`src/hw/rtl/rfd_pkg.sv`:
```
// Shared types and constants for the radio frame deframer.
`default_nettype none

package rfd_pkg;

   localparam int unsigned HeaderBytes = 7;
   localparam int unsigned AddrWidth   = 24;
   localparam int unsigned CsrIdxWidth = 2;

   typedef enum logic [1:0] {
      KIND_PAYLOAD = 2'd0,
      KIND_EMPTY   = 2'd1,
      KIND_REJECT  = 2'd2
   } kind_type;

   typedef enum logic [CsrIdxWidth-1:0] {
      CSR_NODE_ADDR  = 2'd0,
      CSR_BCAST_ADDR = 2'd1,
      CSR_PROMISC    = 2'd2
   } csr_index_type;

   typedef struct packed {
      logic [AddrWidth-1:0] node_address;
      logic [AddrWidth-1:0] broadcast_address;
      logic                 promiscuous;
   } cfg_type;

   typedef struct packed {
      kind_type             kind;
      logic [7:0]           data_byte;
      logic                 last;
      logic [AddrWidth-1:0] source_address;
      logic                 ack_req;
      logic                 ack_rcvd;
      logic                 ack_needed;
      logic [5:0]           payload_length;
   } result_type;

endpackage

`default_nettype wire

```
`src/hw/rtl/rfd_parser.sv`:
```
// Frame parser: header state, address filter and per-byte result generation.
`default_nettype none

module rfd_parser #(
   parameter int unsigned MAX_FRAME_LENGTH = 66
) (
   input  wire logic                clock,
   input  wire logic                reset,
   input  wire logic                step,
   input  wire logic [7:0]          rx_byte,
   input  wire logic                frame_start,
   input  wire rfd_pkg::cfg_type    cfg,
   output logic                     res_valid,
   output rfd_pkg::result_type      res
);

   localparam logic [6:0] MaxLen = 7'(MAX_FRAME_LENGTH);
   localparam logic [6:0] HdrLen = 7'(rfd_pkg::HeaderBytes);

   logic                            in_frame_ff, in_frame_in;
   logic [6:0]                      pos_ff, pos_in;
   logic [6:0]                      len_ff, len_in;
   logic [rfd_pkg::AddrWidth-1:0]   dest_ff, dest_in;
   logic [rfd_pkg::AddrWidth-1:0]   src_ff, src_in;
   logic [1:0]                      ctl_ff, ctl_in;

   logic [6:0] pos_inc;
   logic       addr_ok;
   logic       full;
   logic [1:0] ctl_emit;

   assign pos_inc = pos_ff + 7'd1;

   always_comb begin
      in_frame_in = in_frame_ff;
      pos_in      = pos_ff;
      len_in      = len_ff;
      dest_in     = dest_ff;
      src_in      = src_ff;
      ctl_in      = ctl_ff;
      res_valid   = 1'b0;
      full        = 1'b0;
      ctl_emit    = ctl_ff;
      addr_ok     = 1'b0;
      res         = '0;
      res.kind    = rfd_pkg::KIND_PAYLOAD;
      if (step) begin
         if (frame_start) begin
            len_in      = (rx_byte > {1'b0, MaxLen}) ? MaxLen : rx_byte[6:0];
            in_frame_in = 1'b1;
            pos_in      = '0;
            dest_in     = '0;
            src_in      = '0;
            ctl_in      = '0;
         end else if (in_frame_ff) begin
            pos_in = pos_inc;
            if (pos_inc <= 7'd3) begin
               dest_in = {dest_ff[15:0], rx_byte};
               if (pos_inc == 7'd3) begin
                  addr_ok = cfg.promiscuous || (dest_in == cfg.node_address) ||
                            (dest_in == cfg.broadcast_address);
                  if (!addr_ok || (len_ff < HdrLen)) begin
                     in_frame_in = 1'b0;
                     res_valid   = 1'b1;
                     res.kind    = rfd_pkg::KIND_REJECT;
                     res.last    = 1'b1;
                  end
               end
            end else if (pos_inc <= 7'd6) begin
               src_in = {src_ff[15:0], rx_byte};
            end else if (pos_inc == HdrLen) begin
               ctl_in   = {rx_byte[7], rx_byte[6]};
               ctl_emit = ctl_in;
               if (len_ff == HdrLen) begin
                  in_frame_in = 1'b0;
                  res_valid   = 1'b1;
                  full        = 1'b1;
                  res.kind    = rfd_pkg::KIND_EMPTY;
                  res.last    = 1'b1;
               end
            end else begin
               res_valid     = 1'b1;
               full          = 1'b1;
               res.kind      = rfd_pkg::KIND_PAYLOAD;
               res.data_byte = rx_byte;
               res.last      = (pos_inc >= len_ff);
               if (pos_inc >= len_ff) begin
                  in_frame_in = 1'b0;
               end
            end
         end
      end
      if (full) begin
         res.source_address = src_ff;
         res.ack_req        = ctl_emit[0];
         res.ack_rcvd       = ctl_emit[1];
         res.ack_needed     = ctl_emit[0] && !ctl_emit[1];
         res.payload_length = 6'(len_ff - HdrLen);
      end
   end

   always_ff @(posedge clock) begin
      if (reset) begin
         in_frame_ff <= 1'b0;
         pos_ff      <= '0;
         len_ff      <= '0;
         dest_ff     <= '0;
         src_ff      <= '0;
         ctl_ff      <= '0;
      end else begin
         in_frame_ff <= in_frame_in;
         pos_ff      <= pos_in;
         len_ff      <= len_in;
         dest_ff     <= dest_in;
         src_ff      <= src_in;
         ctl_ff      <= ctl_in;
      end
   end

endmodule

`default_nettype wire

```
`src/hw/rtl/radio_frame_deframer_core.sv`:
```
// Radio frame deframer: parses received frame bytes into payload results.
//
// Request channel (req_*): one received byte per request; req_frame_start
// marks the length byte that opens a frame. Response channel (rsp_*): at most
// one response per request: a payload byte with its last marker, an accepted
// empty frame, or a rejected frame. Payload and empty responses carry the
// source address, ack flags and payload length of their frame; a reject
// carries zeros there. Other header bytes, stray and restart bytes produce
// no response. A response is valid the cycle after its request is accepted.
// Throughput: one request per cycle while req_ready is high; the parser is a
// single compare/shift stage feeding one response register.
// req_ready is high while the response register is empty or being drained,
// so a stalled receiver holds the response and back-pressures the sender
// only while the held response is not taken.
// Reset clears the parser to idle, empties the response register and sets
// node address 0, broadcast address 0xFFFFFF, promiscuous mode off.
// The csr_* port writes a register at each edge with csr_we high; write it
// only while the block is idle.
`default_nettype none

module radio_frame_deframer_core #(
   parameter int unsigned MAX_FRAME_LENGTH = 66
) (
   input  wire logic                            clock,
   input  wire logic                            reset,
   input  wire logic                            req_valid,
   output logic                                 req_ready,
   input  wire logic [7:0]                      req_rx_byte,
   input  wire logic                            req_frame_start,
   output logic                                 rsp_valid,
   input  wire logic                            rsp_ready,
   output logic [1:0]                           rsp_kind,
   output logic [7:0]                           rsp_data_byte,
   output logic                                 rsp_last,
   output logic [rfd_pkg::AddrWidth-1:0]        rsp_source_address,
   output logic                                 rsp_ack_req,
   output logic                                 rsp_ack_rcvd,
   output logic                                 rsp_ack_needed,
   output logic [5:0]                           rsp_payload_length,
   input  wire logic                            csr_we,
   input  wire logic [rfd_pkg::CsrIdxWidth-1:0] csr_index,
   input  wire logic [rfd_pkg::AddrWidth-1:0]   csr_wdata
);

   rfd_pkg::cfg_type    cfg_ff, cfg_in;
   logic                rsp_valid_ff, rsp_valid_in;
   rfd_pkg::result_type rsp_ff, rsp_in;
   logic                step;
   logic                res_valid;
   rfd_pkg::result_type res;

   assign req_ready = !rsp_valid_ff || rsp_ready;
   assign step      = req_valid && req_ready;

   always_comb begin
      cfg_in = cfg_ff;
      if (csr_we) begin
         case (rfd_pkg::csr_index_type'(csr_index))
            rfd_pkg::CSR_NODE_ADDR:  cfg_in.node_address      = csr_wdata;
            rfd_pkg::CSR_BCAST_ADDR: cfg_in.broadcast_address = csr_wdata;
            rfd_pkg::CSR_PROMISC:    cfg_in.promiscuous       = csr_wdata[0];
            default:                 cfg_in = cfg_ff;
         endcase
      end
   end

   rfd_parser #(
      .MAX_FRAME_LENGTH(MAX_FRAME_LENGTH)
   ) u_parser (
      .clock       (clock),
      .reset       (reset),
      .step        (step),
      .rx_byte     (req_rx_byte),
      .frame_start (req_frame_start),
      .cfg         (cfg_ff),
      .res_valid   (res_valid),
      .res         (res)
   );

   always_comb begin
      rsp_valid_in = rsp_valid_ff;
      rsp_in       = rsp_ff;
      if (req_ready) begin
         rsp_valid_in = res_valid;
         rsp_in       = res;
      end
   end

   always_ff @(posedge clock) begin
      if (reset) begin
         cfg_ff.node_address      <= '0;
         cfg_ff.broadcast_address <= '1;
         cfg_ff.promiscuous       <= 1'b0;
         rsp_valid_ff             <= 1'b0;
      end else begin
         cfg_ff       <= cfg_in;
         rsp_valid_ff <= rsp_valid_in;
      end
      rsp_ff <= rsp_in;
   end

   assign rsp_valid          = rsp_valid_ff;
   assign rsp_kind           = rsp_ff.kind;
   assign rsp_data_byte      = rsp_ff.data_byte;
   assign rsp_last           = rsp_ff.last;
   assign rsp_source_address = rsp_ff.source_address;
   assign rsp_ack_req        = rsp_ff.ack_req;
   assign rsp_ack_rcvd       = rsp_ff.ack_rcvd;
   assign rsp_ack_needed     = rsp_ff.ack_needed;
   assign rsp_payload_length = rsp_ff.payload_length;

   a_start_no_rsp: assert property (@(posedge clock) disable iff (reset)
      (req_valid && req_ready && req_frame_start) |=> !rsp_valid)
      else $error("frame start request produced a response");

   a_reject_clean: assert property (@(posedge clock) disable iff (reset)
      (rsp_valid && rsp_kind == rfd_pkg::KIND_REJECT) |->
         (rsp_last && rsp_source_address == '0 && rsp_payload_length == '0 &&
          !rsp_ack_req && !rsp_ack_rcvd))
      else $error("rejected frame response carries frame data");

   a_empty_last: assert property (@(posedge clock) disable iff (reset)
      (rsp_valid && rsp_kind != rfd_pkg::KIND_PAYLOAD) |->
         (rsp_last && rsp_data_byte == 8'd0))
      else $error("non-payload response not final or carries data");

   a_ack_needed: assert property (@(posedge clock) disable iff (reset)
      rsp_valid |-> (rsp_ack_needed == (rsp_ack_req && !rsp_ack_rcvd)))
      else $error("ack_needed inconsistent with ack flags");

endmodule

`default_nettype wire

```
`config.mk`:
```
export PLATFORM = sky130hd
export DESIGN_NAME = radio_frame_deframer_core
export DESIGN_NICKNAME = d
export VERILOG_FILES = /design/src/hw/rtl/rfd_pkg.sv /design/src/hw/rtl/rfd_parser.sv /design/src/hw/rtl/radio_frame_deframer_core.sv
export SDC_FILE = /design/constraint.sdc
export NUM_CORES = 1
export LEC_CHECK = 0
export ABC_AREA = 1
export BUFFER_PORTS_ARGS = -buffer_cell sky130_fd_sc_hd__buf_2
export CAP_MARGIN = 20
export CORE_ASPECT_RATIO = 0.75
export CORE_MARGIN = 2
export CORE_UTILIZATION = 57
export DETAILED_ROUTE_END_ITERATION = 16
export GPL_TIMING_DRIVEN = 0
export PLACE_DENSITY = 0.79
export SLEW_MARGIN = 25
export SYNTH_ARGS = -nofsm -noshare
export SYNTH_HDL_FRONTEND = slang
export SYNTH_SLANG_ARGS = --single-unit
export TNS_END_PERCENT = 50
```
`constraint.sdc`:
```
create_clock -name clock -period 5 [get_ports clock]
set_input_delay 0.25 -clock clock [delete_from_list [all_inputs] [get_ports clock]]
set_output_delay 0.25 -clock clock [all_outputs]
set_load 0.1 [all_outputs]
```
# Word-level counts from Yosys, hierarchy flattened
# Index checks and enable logic that the tools add are counted.
[word_totals] reg_bits=151 in_bits=40 output_inout_bits=46
[classes] addsub=2 order_cmp=5 eq_ne=8 mux=48 bitwise=2 reduce_logical=22
[op_table] operator="$mux 24" n=4
[op_table] operator="$eq 24x24->1" n=2
[op_table] operator="$mux 16" n=3
[op_table] operator="$mux 1" n=25
[op_table] operator="$mux 2" n=11
[op_table] operator="$mux 7" n=3
[op_table] operator="$eq 7x3->1 const B" n=2
[op_table] operator="$mux 11" n=1
[op_table] operator="$reduce_and 2->1" n=5
[op_table] operator="$gt 8x7->1 const B" n=1
[op_table] operator="$mux 8" n=1
[op_table] operator="$add 7x1->7 const B" n=1
[op_table] operator="$eq 7x2->1 const B" n=1
[op_table] operator="$ge 7x7->1" n=1
[op_table] operator="$le 7x2->1 const B" n=1
[op_table] operator="$le 7x3->1 const B" n=1
[op_table] operator="$lt 7x3->1 const B" n=1
[op_table] operator="$reduce_bool 2->1" n=3
[op_table] operator="$reduce_or 6->1" n=1
[op_table] operator="$sub 6x3->6 const B" n=1
[op_table] operator="$logic_or 1x1->1" n=4
[op_table] operator="$reduce_and 4->1" n=1
[op_table] operator="$logic_not 1->1" n=3
[op_table] operator="$reduce_and 3->1" n=1
[op_table] operator="other kinds (7)" n=9

# Depth between registers and ports, before layout
# Gate-level depths: netlist of the first run.
[depth] word_depth=11 ltp_mapped=19

# Modules after synthesis
# From an unflattened synthesis of the first run, not the netlist that was laid out.
[unflattened] cells_unflattened=889 hier_area_um2=7186.9
[modules_own_cells] module="rfd_parser" instances=1 cells_each=562 area_per_inst_um2=3754.9 seq_area_each_um2=1141.1
[modules_own_cells] module="radio_frame_deframer_core" instances=1 cells_each=327 area_per_inst_um2=3432.0 seq_area_each_um2=2322.2

# Least setup slack after synthesis of the first run
# OpenSTA, ideal clock, no wires.
[synth_timing] kind="flip-flop to flip-flop" from="register rsp_valid_ff, in the netlist rsp_valid" to="register rsp_ff, in the netlist rsp_ack_rcvd, data pin" setup_time_ps=146 t_arrival_ps=3936 required_ps=4854 slack_ps=918 stages_incl_launch_ff=9 cell_sequence="dfxtp_1 nand2_1 nand2_1 nor2_1 inv_1 nor2_1 nand2_1 buf_2 a21oi_1"
[synth_via] elab_chain_cells=4
[synth_lines] item="start, declared" line_no="radio_frame_deframer_core.sv:46" source="logic rsp_valid_ff, rsp_valid_in;"
[synth_lines] item="start signal, assigned" line_no="radio_frame_deframer_core.sv:97" source="rsp_valid_ff <= rsp_valid_in;"
[synth_lines] item="$logic_not 1->1 *" line_no="radio_frame_deframer_core.sv:52" source="assign req_ready = !rsp_valid_ff || rsp_ready;"
[synth_lines] item="$logic_or 1x1->1 *" line_no="radio_frame_deframer_core.sv:52"
[synth_lines] item="via req_ready" line_no="radio_frame_deframer_core.sv:27" source="output logic req_ready,"
[synth_lines] item="$logic_and 1x1->1 *" line_no="radio_frame_deframer_core.sv:53" source="assign step = req_valid && req_ready;"
[synth_lines] item="$mux 2 or $mux 1 (tied branches)" line_no="rfd_parser.sv:47" source="if (step) begin"
[synth_lines] item="end signal, assigned" line_no="radio_frame_deframer_core.sv:99" source="rsp_ff <= rsp_in;"
[synth_lines] item="end, declared" line_no="radio_frame_deframer_core.sv:47" source="rfd_pkg::result_type rsp_ff, rsp_in;"
# The timed path passes the listed nets; every way through them passes the cells marked *.
# A chain may end at the register's enable or synchronous reset.

# Worst setup path in the final report of the first run
[layout_timing] from="register u_parser.pos_ff[0]" to="register rsp_ff, in the netlist rsp_source_address[1], data pin"
[layout_via] elab_chain_cells=8
[layout_lines] item="start, declared" line_no="rfd_parser.sv:21" source="logic [6:0] pos_ff, pos_in;"
[layout_lines] item="start signal, assigned" line_no="rfd_parser.sv:112" source="pos_ff <= pos_in;"
[layout_lines] item="$add 7x1->7 *" line_no="rfd_parser.sv:32" source="assign pos_inc = pos_ff + 7'd1;"
[layout_lines] item="parallel branches: the longest is 3 deep, another holds $le 7x3->1"
[layout_lines] item="$mux 1 *" line_no="rfd_parser.sv:57" source="if (pos_inc <= 7'd3) begin"
[layout_lines] item="$mux 1 *" line_no="rfd_parser.sv:55" source="end else if (in_frame_ff) begin"
[layout_lines] item="$mux 1 *" line_no="rfd_parser.sv:48" source="if (frame_start) begin"
[layout_lines] item="$mux 1 *" line_no="rfd_parser.sv:47"
# Every way passes the cells marked *.

==> PnR_summary.wiki, run 1 <==
{| class="wikitable"
! Metric !! Value
|-
| Result of the run || finished, final reports clean
|-
| Total standard cell area after synthesis || 6920 µm²
|-
| Worst path setup slack after routing || 2300 ps
|-
| Post-Route Setup TNS || 0 ps
|-
| Number of detailed-routing iterations run before antenna repair || 5
|-
| Cell count after placement || 1159
|-
| DIE WIDTH || 131 µm
|-
| Starting density of the core || 59.2%
|-
| CTS H-Tree Depth || 4
|-
| TritonCTS clock tree || built
|-
| Count of pins over their slew limit || 0
|-
| Required time of the worst setup path || 5180 ps
|-
| Post-placement setup slack || 2350 ps
|-
| Post-detailed-route wirelength per cell || 14.5 µm
|-
| Layout fillers || 954
|-
| Layout area overhead || 18.0%
|-
| Antenna Diode Count || 0
|-
| Clock tree buffer depth || 2
|-
| Number of flops mapped to enable cells by yosys || 44
|-
| First-pass GRT wire length || 28000 µm
|-
| Hold violation count in the final report || 0
|-
| Post-synthesis async set-or-reset flop share || 0%
|-
| Final count of negative-setup-slack endpoints || 0
|-
| Highest clock rate || 370 MHz
|-
| All-layer global routing usage || 27.5%
|-
| Layout Cell Area excl Fill || 8160 µm²
|-
| Initial antenna violation count || 0
|-
| Clock slew at the register clock pins of the worst setup and hold paths || 70 ps
|-
| Aggregate routed wire length || 17300 µm
|-
| Fraction of layout cells with a size suffix above 1 || 14.0%
|-
| Worst hold path class || primary input to register
|-
| Max rail drop VDD || 0.000248 V
|-
| Avg Vias per Cell || 5.27
|-
| Residual DRC || 0
|-
| Post-detailed-placement half-perimeter wirelength || 12300 µm
|-
| Remaining max-slew budget at the tightest pin || 30.2%
|-
| Post-synthesis area per instance || 7.59 µm²
|-
| Drt first-iter violations || 595
|-
| Dominant synthesized flop cell || sky130_fd_sc_hd__dfxtp_1
|-
| Yosys warning count || 0
|-
| Cell type contributing the most total cell area after synthesis || sky130_fd_sc_hd__dfxtp_1
|-
| Height of the die || 99.4 µm
|-
| Cells taking the most area after synthesis || sky130_fd_sc_hd__dfxtp_1 (31%), sky130_fd_sc_hd__edfxtp_1 (19%), sky130_fd_sc_hd__nand2_1 (12%)
|-
| Antenna-violating nets left || 0
|-
| Total overflow reported by the global router || 0
|-
| Gate count after technology mapping || 912
|-
| Total power || 2.87 mW
|-
| Final GP Congestion || 0.884
|-
| Netlist cell types || 35
|-
| Top-level I/O count || 86
|-
| Number of nets in the finished design || 1066
|-
| Leakage || 3.82 nW
|-
| Sort of element at the start of the critical path || register
|-
| Clock root buffer || sky130_fd_sc_hd__clkbuf_16
|-
| Largest net degree at the start of global routing || 32
|-
| Number of placement rows || 34
|-
| Sequential area share after synthesis || 50.0%
|-
| # Post-CTS Setup Buffers || 0
|-
| Power per Cell Area || 351 nW/µm²
|-
| Mapped Nets || 962
|-
| Final period demand of the worst path || 2700 ps
|-
| Slew of the pin with the lowest slew margin || 1040 ps
|-
| # Max-Cap Violations || 0
|-
| Worst hold slack || 39.7 ps
|-
| Data arrival time at the worst-slack endpoint || 2880 ps
|-
| Area enclosed by the die boundary || 13000 µm²
|-
| Yosys top cell area share || 31.0%
|-
| PortBufs || 84
|-
| Placed cell areas || 7570 µm²
|-
| Cts hold-fix bufs || 0
|-
| Setup Skew || 8.72 ps
|-
| Commonest cells in the synthesized netlist || sky130_fd_sc_hd__nand2_1 (220), sky130_fd_sc_hd__nor2_1 (133), sky130_fd_sc_hd__inv_1 (126)
|-
| Core occupancy in the finished layout || 69.8%
|-
| Most instantiated library cell after synthesis || sky130_fd_sc_hd__nand2_1
|-
| Count of cells resized by post-cts repair || 0
|-
| CP endpoint kind || register
|-
| Period Utilization, post-route || 54.0%
|-
| Count of state elements after synthesis || 151
|-
| Later-pin clock latency in the skew report || 430 ps
|-
| Unrepaired setup endpoints after global routing || false
|-
| Area of the placeable core || 11700 µm²
|-
| DR vias || 6280
|-
| Final instance count without filler cells || 1191
|-
| Top fanout value on the critical path || 10
|-
| Number of buffers created by CTS || 17
|-
| Sinks on Clock Net || 151
|-
| Via count of the first global-routing pass || 5804
|-
| Critical Setup Path Class || register to register
|}
## placed cells by master (no fill, tap or decap), types with 2 or more instances in the layout
cell and count:
sky130_fd_sc_hd__a211oi_1 2, sky130_fd_sc_hd__ha_1 10, sky130_fd_sc_hd__clkbuf_16 17, sky130_fd_sc_hd__nor4_1 2, sky130_fd_sc_hd__edfxtp_1 44, sky130_fd_sc_hd__dfxtp_1 107, sky130_fd_sc_hd__nor2_1 133, sky130_fd_sc_hd__nand4_1 3
sky130_fd_sc_hd__clkinv_4 2, sky130_fd_sc_hd__nand2_2 4, sky130_fd_sc_hd__inv_6 6, sky130_fd_sc_hd__inv_1 126, sky130_fd_sc_hd__o211ai_1 21, sky130_fd_sc_hd__o21ai_0 61, sky130_fd_sc_hd__buf_6 5, sky130_fd_sc_hd__o21ai_1 3
sky130_fd_sc_hd__buf_2 90, sky130_fd_sc_hd__nor3_1 2, sky130_fd_sc_hd__clkinvlp_4 2, sky130_fd_sc_hd__xor2_1 12, sky130_fd_sc_hd__clkbuf_1 23, sky130_fd_sc_hd__nand2_1 219, sky130_fd_sc_hd__nand3_1 33, sky130_fd_sc_hd__inv_8 2
sky130_fd_sc_hd__o21bai_1 2, sky130_fd_sc_hd__a21oi_1 79
## cells by family (layout without fill, tap and decap cells)
family,Yosys count,count (layout),share of synthesized area (%)
flops,151,151,50.0
simple gates,403,403,23.3
xor+xnor,12,12,1.52
buf+inv,163,280,9.53
compound gates,173,173,13.8
fa+ha+maj,10,10,1.81
## registers in the layout, indices dropped and copies added (netlist names), 2 cells and up
register / count
u_parser.src_ff: 24
u_parser.len_ff: 7
rsp_data_byte: 8
u_parser.dest_ff: 16
rsp_source_address: 24
cfg_ff: 49
u_parser.pos_ff: 7
u_parser.ctl_ff: 2
rsp_kind: 2
rsp_payload_length: 6
## area by class of cell
type	count	area (µm²)	area share, %
Timing Repair Buffer	85	440	5.39
Buffer	34	173	2.11
Multi-Input combinational cell	598	2810	34.4
Clock inverter	14	154	1.89
Clock buffer	18	439	5.38
Tap cell	162	203	2.48
Inverter	129	487	5.96
Sequential cell	151	3460	42.4
## where the power goes
group          switching, mW  internal (mW)  leakage [nW]  total [mW]
Sequential            0.0289           1.30          1.42        1.33
Clock                  0.573          0.720         0.286        1.29
Combinational          0.168         0.0825          2.12       0.251
## routing by layer
metal	global-route usage (%)	wire, µm	part of all wire [%]	vias to the layer above
li1	-	-	-	3118
met1	38.1	7850	45	2844
met2	42.9	7460	43	282
met3	5.81	1630	9.4	36
met4	10.6	361	2.1	0
met5	0	0	0	-
## worst max-delay path, cell delays in order, from the launching register on
cell	delay, ps
sky130_fd_sc_hd__dfxtp_1	400
sky130_fd_sc_hd__ha_1	280
sky130_fd_sc_hd__nand2_1	110
sky130_fd_sc_hd__inv_1	80
sky130_fd_sc_hd__nor2_1	280
sky130_fd_sc_hd__nand3_1	160
sky130_fd_sc_hd__nor2_1	210
sky130_fd_sc_hd__nand2_1	160
sky130_fd_sc_hd__nor2_1	140
sky130_fd_sc_hd__nor2_1	70
sky130_fd_sc_hd__nand2_1	180
sky130_fd_sc_hd__buf_2	290
sky130_fd_sc_hd__nor2_1	80
## path summary, 6_finish.rpt
check | start | endpoint | slack (ps) | depth (start not counted)
worst max-delay path | u_parser.pos_ff[0] | rsp_source_address[1] | 2300 | 12
worst min-delay path | csr_wdata[19] | cfg_ff[20] | 40 | 3
worst max register to register | u_parser.pos_ff[0] | rsp_source_address[1] | 2300 | 12
worst min register to register | u_parser.src_ff[21] | u_parser.src_ff[21] | 450 | 2
No activity file was read; power rests on OpenSTA's default activity.
==> run 2, diff against run 1 <==
==> constraint.sdc (replaced) <==
create_clock -name clock -period 2.85 [get_ports clock]
set_input_delay 0.1425 -clock clock [delete_from_list [all_inputs] [get_ports clock]]
set_output_delay 0.1425 -clock clock [all_outputs]
set_load 0.1 [all_outputs]
==> PnR_summary.wiki, run 2 (same netlist as run 1, synthesis figures left out) <==
{| class="wikitable"
! Metric !! Value
|-
| Height of the die || 99.4 µm (unchanged)
|-
| Internal power || 3.77 mW (was 2.10 mW)
|-
| PortBufs || 84 (unchanged)
|-
| Most common library cell in the layout ignoring fill and taps || sky130_fd_sc_hd__nand2_1 (unchanged)
|-
| Residual DRC || 0 (unchanged)
|-
| Worst reg2reg endpoint || u_parser.dest_ff[6] (was rsp_source_address[1])
|-
| CTS H-Tree Depth || 4 (unchanged)
|-
| Aggregate routed wire length || 18200 µm (was 17300 µm)
|-
| Net switching fraction of the power || 26.6% (was 26.8%)
|-
| Period Utilization, post-route || 89.8% (was 54.0%)
|-
| Result of the run || finished, final reports clean (unchanged)
|-
| Layout Cell Area excl Fill || 8440 µm² (was 8160 µm²)
|-
| CP endpoint kind || register (unchanged)
|-
| Leading cell types in the layout, fill and taps excluded || sky130_fd_sc_hd__nand2_1 (219), sky130_fd_sc_hd__nor2_1 (131), sky130_fd_sc_hd__inv_1 (126), sky130_fd_sc_hd__dfxtp_1 (106), sky130_fd_sc_hd__buf_2 (90) (was sky130_fd_sc_hd__nand2_1 (219), sky130_fd_sc_hd__nor2_1 (133), sky130_fd_sc_hd__inv_1 (126), sky130_fd_sc_hd__dfxtp_1 (107), sky130_fd_sc_hd__buf_2 (90))
|-
| Setup Skew || 7.38 ps (was 8.72 ps)
|-
| Final GP Congestion || 0.964 (was 0.884)
|-
| Multi-input combinational cell area || 2830 µm² (was 2810 µm²)
|-
| DIE WIDTH || 131 µm (unchanged)
|-
| Unrepaired setup endpoints after global routing || false (unchanged)
|-
| Layout fillers || 928 (was 954)
|-
| Core occupancy in the finished layout || 72.1% (was 69.8%)
|-
| Final instance count without filler cells || 1215 (was 1191)
|-
| Count of pins over their slew limit || 0 (unchanged)
|-
| # Max-Cap Violations || 0 (unchanged)
|-
| Cell count after placement || 1158 (was 1159)
|-
| TritonCTS clock tree || built (unchanged)
|-
| Clock slew at the register clock pins of the worst setup and hold paths || 70 ps (about the same)
|-
| Post-detailed-route wirelength per cell || 15.0 µm (was 14.5 µm)
|-
| Sinks on Clock Net || 151 (unchanged)
|-
| Clock power share || 45.5% (was 45.1%)
|-
| DR vias || 6460 (was 6280)
|-
| Top-level I/O count || 86 (unchanged)
|-
| Register name with the most flops || cfg_ff (unchanged)
|-
| Area of the placeable core || 11700 µm² (unchanged)
|-
| Later-pin clock latency in the skew report || 430 ps (about the same)
|-
| Power per Cell Area || 609 nW/µm² (was 351 nW/µm²)
|-
| Final period demand of the worst path || 2560 ps (was 2700 ps)
|-
| Via count of the first global-routing pass || 6040 (was 5804)
|-
| First-pass GRT wire length || 29800 µm (was 28000 µm)
|-
| Top fanout value on the critical path || 10 (unchanged)
|-
| Worst-case register-to-register setup slack || 290 ps (was 2300 ps)
|-
| Logic gate share of total power || 9.3% (was 8.7%)
|-
| Critical Path Start || u_parser.pos_ff[0] (unchanged)
|-
| Worst r2r path cells || 12 (unchanged)
|-
| Number of nets in the finished design || 1090 (was 1066)
|-
| Drt first-iter violations || 539 (was 595)
|-
| Area enclosed by the die boundary || 13000 µm² (unchanged)
|-
| Antenna Diode Count || 0 (unchanged)
|-
| Avg Vias per Cell || 5.32 (was 5.27)
|-
| Worst R2R Start || u_parser.pos_ff[0] (unchanged)
|-
| Placed cell areas || 7560 µm² (was 7570 µm²)
|-
| Critical Setup Path Class || register to register (unchanged)
|-
| End point of the critical path || u_parser.dest_ff[6] (was rsp_source_address[1])
|-
| Slew of the pin with the lowest slew margin || 840 ps (was 1040 ps)
|-
| Leakage || 3.93 nW (was 3.82 nW)
|-
| Remaining max-slew budget at the tightest pin || 43.7% (was 30.2%)
|-
| Worst hold path class || primary input to register (unchanged)
|-
| Final count of negative-setup-slack endpoints || 0 (unchanged)
|-
| Hold violation count in the final report || 0 (unchanged)
|-
| Total power || 5.14 mW (was 2.87 mW)
|-
| Post-Route Setup TNS || 0 ps (unchanged)
|-
| Area occupied by registers || 3460 µm² (about the same)
|-
| Starting density of the core || 59.2% (unchanged)
|-
| Number of detailed-routing iterations run before antenna repair || 6 (was 5)
|-
| # Post-CTS Setup Buffers || 0 (unchanged)
|-
| Clock tree buffer depth || 2 (unchanged)
|-
| Largest net degree at the start of global routing || 48 (was 32)
|-
| Hold path start || csr_we (was csr_wdata[19])
|-
| Net switching power || 1.37 mW (was 0.770 mW)
|-
| Total overflow reported by the global router || 0 (unchanged)
|-
| Antenna-violating nets left || 0 (unchanged)
|-
| Required time of the worst setup path || 3170 ps (was 5180 ps)
|-
| Data arrival time at the worst-slack endpoint || 2880 ps (about the same)
|-
| Highest clock rate || 391 MHz (was 370 MHz)
|-
| Number of placement rows || 34 (unchanged)
|-
| Max rail drop VDD || 0.000484 V (was 0.000248 V)
|-
| Number of flip-flops in the largest register || 49 (unchanged)
|-
| Part of the power in registers || 45.2% (was 46.2%)
|-
| Layout area overhead || 21.9% (was 18.0%)
|-
| Number of buffers created by CTS || 17 (unchanged)
|-
| Initial antenna violation count || 0 (unchanged)
|-
| Sort of element at the start of the critical path || register (unchanged)
|-
| All-layer global routing usage || 29.4% (was 27.5%)
|-
| Fraction of layout cells with a size suffix above 1 || 14.0% (about the same)
|-
| Clock root buffer || sky130_fd_sc_hd__clkbuf_16 (unchanged)
|-
| Post-detailed-placement half-perimeter wirelength || 12600 µm (was 12300 µm)
|}
run 2: critical path, stage by stage (launching register included):
cell and delay, ps:
sky130_fd_sc_hd__dfxtp_1 520, sky130_fd_sc_hd__ha_1 270, sky130_fd_sc_hd__nand2_1 100, sky130_fd_sc_hd__o21bai_2 130, sky130_fd_sc_hd__nand2_2 110, sky130_fd_sc_hd__nor2_4 110, sky130_fd_sc_hd__nand3_2 70, sky130_fd_sc_hd__or2_4 260
sky130_fd_sc_hd__a21oi_4 340, sky130_fd_sc_hd__inv_4 80, sky130_fd_sc_hd__buf_6 160, sky130_fd_sc_hd__o21ai_1 210, sky130_fd_sc_hd__a21oi_1 60
run 2: how the worst min path moves through the flow:
stage | to | slack (ps) | cells past startpoint
after global placement | cfg_ff[19] | 370 | 3
after detailed placement | cfg_ff[20] | 380 | 3
after floorplan | cfg_ff[2] | 270 | 2
after global routing | cfg_ff[0] | 10 | 3
after CTS | cfg_ff[0] | 4 | 3
final | cfg_ff[0] | 7 | 3
run 2: power groups by stage:
stage	Combinational, mW	Clock (mW)	Sequential (mW)
finish	0.478	2.34	2.32
global route	0.534	2.45	2.33
CTS	0.466	2.35	2.32
detailed placement	0.435	0	2.37
global placement	0.426	0	2.37
floorplan	0.288	0	2.36
run 2: what timing repair did:
item	in CTS	in global routing
resized for setup	0	3
hold buffers	25	0
endpoints found under the setup margin	0	45
hold endpoints to repair	36	0
run 2: stage by stage:
| step | setup slack [ps] | hold slack, ps |
|---|---|---|
| after CTS | 39.3 | 4.20 |
| after detailed placement | 57.8 | 379 |
| after floorplan | 273 | 269 |
| after global routing | 55.7 | 13.5 |
| after global placement | 94.9 | 372 |
| final | 292 | 7.27 |
run 2: routing by layer:
layer	share of wire, %	wire (µm)	track usage (%)
met2	43	7820	44.8
met4	2.0	367	11.7
met5	0	0	0
met3	9.9	1810	8.21
met1	45	8200	40.2
run 2: layout make-up:
| cell class | count | area share, % |
|---|---|---|
| Clock buffer | 17 | 5.04 |
| Inverter | 129 | 5.77 |
| Sequential cell | 151 | 41.1 |
| Multi-Input combinational cell | 598 | 33.5 |
| Timing Repair Buffer | 109 | 7.95 |
| Tap cell | 162 | 2.40 |
| Clock inverter | 15 | 2.19 |
| Buffer | 34 | 2.05 |
